### config.mk
export PLATFORM = sky130hd
export DESIGN_NAME = wch_ctrl
export DESIGN_NICKNAME = d
export VERILOG_FILES = /design/src/rtl/wch_pkg.sv /design/src/rtl/wch_ctrl.sv
export SDC_FILE = /design/constraint.sdc
export NUM_CORES = 1
export LEC_CHECK = 0
export ABC_AREA = 1
export BUFFER_PORTS_ARGS = -buffer_cell sky130_fd_sc_hd__buf_4
export CORE_MARGIN = 5
export CORE_UTILIZATION = 30
export DETAILED_ROUTE_END_ITERATION = 12
export PLACE_DENSITY = 0.65
export SYNTH_ARGS = -nofsm -noshare
export SYNTH_HDL_FRONTEND = slang
export SYNTH_SLANG_ARGS = --single-unit
### constraint.sdc
create_clock -name clk -period 2.45 [get_ports clk]
set_input_delay 0.1225 -clock clk [delete_from_list [all_inputs] [get_ports clk]]
set_output_delay 0.1225 -clock clk [all_outputs]
set_load 0.005 [all_outputs]
### src/rtl/wch_pkg.sv
// ----------------------------------------------------------------------------
// wch_pkg
// shared types and constants of the word count hash table
// ----------------------------------------------------------------------------
package wch_pkg;
  localparam int HashSlots    = 4096;
  localparam int VocabEntries = 1024;
  localparam int MaxWordBytes = 32;
  localparam int SlotW  = $clog2(HashSlots);
  localparam int EntW   = $clog2(VocabEntries);
  localparam int PosW   = $clog2(MaxWordBytes);
  localparam int LenW   = $clog2(MaxWordBytes + 1);
  localparam int UsedW  = $clog2(VocabEntries + 1);
  localparam int WordAW = EntW + PosW;
  localparam int SlotDW = EntW + 1;
  localparam int ProbeW = $clog2(HashSlots + 1);

  typedef enum logic [3:0] {
    ST_CLEAR, ST_IDLE, ST_HASH, ST_SLOT_RD, ST_SLOT_CHK, ST_LEN_RD,
    ST_CMP_RD, ST_CMP_CHK, ST_CNT_RD, ST_CNT_WR, ST_INS, ST_FAIL, ST_OUT
  } state_t;

  typedef struct packed {
    logic clr_step;     // clear one slot
    logic take_byte;
    logic fold_last;    // fold last buffered byte into hash
    logic slot_rd;
    logic probe_next;
    logic len_rd;
    logic cmp_start;
    logic cmp_rd;
    logic cmp_next;
    logic cnt_rd;
    logic cnt_wr;
    logic ins_step;     // copy one byte into entry store
    logic ins_commit;
    logic set_fail;
    logic out_load;
  } cmd_t;

  typedef struct packed {
    logic clr_done;
    logic slot_empty;
    logic len_match;
    logic byte_match;
    logic cmp_done;
    logic probe_wrap;
    logic vocab_full;
    logic ins_done;
  } sts_t;
endpackage

### src/rtl/wch_ctrl.sv
// ----------------------------------------------------------------------------
// wch_ctrl
// sequencer for clear, byte intake, probe, compare and update
// ----------------------------------------------------------------------------
module wch_ctrl (
  input  logic            clk,
  input  logic            rst,
  input  logic            in_valid,
  input  logic            in_end,
  output logic            in_ready,
  output logic            out_valid,
  input  logic            out_ready,
  input  wch_pkg::sts_t   sts,
  output wch_pkg::cmd_t   cmd
);
  wch_pkg::state_t state, state_next;

  always_ff @(posedge clk) begin
    if (rst) begin
      state <= wch_pkg::ST_CLEAR;
    end else begin
      state <= state_next;
    end
  end

  always_comb begin
    state_next = state;
    case (state)
      wch_pkg::ST_CLEAR: if (sts.clr_done) state_next = wch_pkg::ST_IDLE;
      wch_pkg::ST_IDLE: if (in_valid && in_end) state_next = wch_pkg::ST_HASH;
      wch_pkg::ST_HASH: state_next = wch_pkg::ST_SLOT_RD;
      wch_pkg::ST_SLOT_RD: state_next = wch_pkg::ST_SLOT_CHK;
      wch_pkg::ST_SLOT_CHK: begin
        if (sts.slot_empty) begin
          state_next = sts.vocab_full ? wch_pkg::ST_FAIL : wch_pkg::ST_INS;
        end else begin
          state_next = wch_pkg::ST_LEN_RD;
        end
      end
      wch_pkg::ST_LEN_RD: state_next = wch_pkg::ST_CMP_RD;
      wch_pkg::ST_CMP_RD: begin
        if (!sts.len_match) begin
          state_next = sts.probe_wrap ? wch_pkg::ST_FAIL : wch_pkg::ST_SLOT_RD;
        end else begin
          state_next = wch_pkg::ST_CMP_CHK;
        end
      end
      wch_pkg::ST_CMP_CHK: begin
        if (!sts.byte_match) begin
          state_next = sts.probe_wrap ? wch_pkg::ST_FAIL : wch_pkg::ST_SLOT_RD;
        end else if (sts.cmp_done) begin
          state_next = wch_pkg::ST_CNT_RD;
        end
      end
      wch_pkg::ST_CNT_RD: state_next = wch_pkg::ST_CNT_WR;
      wch_pkg::ST_CNT_WR: state_next = wch_pkg::ST_OUT;
      wch_pkg::ST_INS: if (sts.ins_done) state_next = wch_pkg::ST_OUT;
      wch_pkg::ST_FAIL: state_next = wch_pkg::ST_OUT;
      wch_pkg::ST_OUT: if (out_ready) state_next = wch_pkg::ST_IDLE;
      default: state_next = wch_pkg::ST_CLEAR;
    endcase
  end

  always_comb begin
    cmd       = '0;
    in_ready  = 1'b0;
    out_valid = 1'b0;
    case (state)
      wch_pkg::ST_CLEAR: cmd.clr_step = 1'b1;
      wch_pkg::ST_IDLE: begin
        in_ready      = 1'b1;
        cmd.take_byte = in_valid;
      end
      wch_pkg::ST_HASH: cmd.fold_last = 1'b1;
      wch_pkg::ST_SLOT_RD: cmd.slot_rd = 1'b1;
      wch_pkg::ST_SLOT_CHK: begin
        if (sts.slot_empty) begin
          cmd.set_fail = sts.vocab_full;
        end else begin
          cmd.len_rd = 1'b1;
        end
      end
      wch_pkg::ST_LEN_RD: cmd.cmp_start = 1'b1;
      wch_pkg::ST_CMP_RD: begin
        if (!sts.len_match) begin
          cmd.probe_next = 1'b1;
          cmd.set_fail   = sts.probe_wrap;
        end else begin
          cmd.cmp_rd = 1'b1;
        end
      end
      wch_pkg::ST_CMP_CHK: begin
        if (!sts.byte_match) begin
          cmd.probe_next = 1'b1;
          cmd.set_fail   = sts.probe_wrap;
        end else if (!sts.cmp_done) begin
          cmd.cmp_next = 1'b1;
          cmd.cmp_rd   = 1'b1;
        end
      end
      wch_pkg::ST_CNT_RD: cmd.cnt_rd = 1'b1;
      wch_pkg::ST_CNT_WR: cmd.cnt_wr = 1'b1;
      wch_pkg::ST_INS: begin
        cmd.ins_step   = 1'b1;
        cmd.ins_commit = sts.ins_done;
      end
      wch_pkg::ST_FAIL: cmd.out_load = 1'b1;
      wch_pkg::ST_OUT: out_valid = 1'b1;
      default: cmd = '0;
    endcase
  end
endmodule

==> metrics <==
total congestion overflow 0; synth-to-layout area growth 51.2%; Hold WC Path Type in -> reg; cts repair resizes 0; Final setup viols 0; actual slew at the worst max-slew pin 299 ps; row count 15; Clk pwr share 16.4%; via count between 700 and 800; clock buffer depth 2; GRT Overall Usage 13.1%; largest net degree at the start of global routing 8; RSZ-0062 raised after global routing false; Crit path arrival time roughly 1500 ps; synth top area cells nand2_1 (20%), dfxtp_1 (15%), inv_1 (13%); WP data required 2330 ps; drt first pass iters 4; DRC Markers 0; final hold slack 68.1 ps; most frequent cells in the layout buf_4 (29), nand2_1 (28), inv_1 (18); Syn Nets 112; switching part of the total ~47%; CTS root buffer clkbuf_4; hold buffers post-CTS 0; max frequency 637 MHz; Yosys reg bits 4; Final Max Slew Viols 0; part of the power in registers 19.3%; share of cells above drive strength 1 35.9%; PortBufs 29; post-layout util a little under half; Max FO, Critical Path 6; Synth warnings 0; setup TNS 0 ps; post-synth top area share 19.8%; Biggest register state; Tmin final 1570 ps; endpoints failing hold 0; Die X 52.1 um; combinational share of power 64.4%; status completed; power per standard cell area 622 nW/um^2; global-route wire length before repair 2730 um; clock slew at reported path FFs 40 ps; Vias/cell about 4.5; Synth Cell Area 531 sq um; die area 2710 sq um; H-tree lvl count 1; Slew HR 79.9%; WL final 1610 um; initial drt markers 13; Design Power 0.499 mW; Initial Utilization a little under a third; initial antenna violation count 0; Core Area 1710 sq um; Worst Setup Start Kind register; RePlAce Congestion 0.842; Seq/Total Area, Yosys 15.1%; post-synth top area cell nand2_1; post-layout net count 146; Max Cap Viol 0; antenna cells 0; switching pwr between 0.2 and 0.25 mW; Inserted Clock Buffers 3; Clock Latency Late Sink 240 ps; most common cell after layout, fill and taps aside buf_4; Mean Syn Cell Area 5.36 sq um; routed len/inst just over 10 um; Final ANT Viol Nets 0; hpwl dp 1390 um; # Post-CTS Setup Buffers 0; I/O pin count 30; Synth Instances 99; max reg flops 4; Leakage 0.490 nW; vias in the first global route 666; die extent in y between 50 and 60 um; Crit. End Element primary output; clock sink total 4; CTS tree done; Pint approximately 0.27 mW; Synth cell types 18; kind of critical path reg -> out; Tcrit/Tclk final roughly 64%; Post-Route Skew between 4 and 5 ps; Largest regs state (4); VDD IR-drop max 0.000437 V
-- metal layers --
| layer | global-route usage, % | part of all wire (%) |
|---|---|---|
| met5 | 0 | 0 |
| met4 | 4.80 | 1.6 |
| met3 | 2.58 | 5.5 |
| met2 | 20.9 | 51 |
| met1 | 17.3 | 42 |
-- logic make-up (layout without fill, tap and decap cells) --
logic type	after synthesis	in the layout	synth area share [%]
AO/OA/AOI/OAI	7	7	7.78
buffers and inverters	22	54	15.6
AND/OR/NAND/NOR	66	66	61.6
flip-flops	4	4	15.1
-- worst paths after layout --
check / start / endpoint / slack, ps / depth (start not counted)
setup reg to reg: state[3]$_SDFFE_PP0P_ / state[2]$_SDFFE_PP0P_ / 1160 / 8
hold reg to reg: state[0]$_SDFFE_PP0P_ / state[0]$_SDFFE_PP0P_ / 500 / 2
hold / removal: rst / state[1]$_SDFFE_PP0P_ / 70 / 2
setup / recovery: state[2]$_SDFFE_PP0P_ / cmd[1] / 880 / 6
-- through the flow --
| stage | worst slack, ps | area (sq um) | cells |
|---|---|---|---|
| CTS | 879 | 802 | 156 |
| global route | 734 | 802 | 156 |
| finish | 880 | 802 | 156 |
| floorplan | 1310 | 531 | 99 |
| detailed placement | 1140 | 779 | 153 |
| global placement | 1190 | 779 | 153 |
-- synth_stat cells --
cell       count
a21oi_1        4
and3_1         1
dfxtp_1        4
inv_1         18
inv_2          4
nand2_1       28
nand2_2        2
nand2_4        3
nand3_1        4
nand3_2        1
nand4_1        3
nor2_1        17
nor2_2         2
nor2_4         3
nor3_1         2
o21ai_0        1
o2bb2ai_1      1
o31ai_1        1
-- worst max-delay path, cell delays in order (launching register included) --
cell	delay, ps
dfxtp_1	430
nand2_2	140
nor2_4	140
nand2_1	110
o31ai_1	100
o2bb2ai_1	150
buf_4	120
-- power by group through the flow --
stage | Combinational (mW) | Clock [mW] | Sequential [mW]
finish | 0.321 | 0.0816 | 0.0963
global route | 0.366 | 0.0881 | 0.102
CTS | 0.322 | 0.0837 | 0.0964
detailed placement | 0.321 | 0 | 0.0974
global placement | 0.320 | 0 | 0.0956
floorplan | 0.215 | 0 | 0.0946
-- final cells by class --
type | count | area (sq um)
multi-input combinational | 73 | 368
clock buffer | 3 | 22.5
inverter | 22 | 82.6
tap | 25 | 31.3
timing repair buffer | 29 | 218
sequential | 4 | 80.1
fill | 190 | 906
Note: power is estimated with default switching activity, not from simulation.
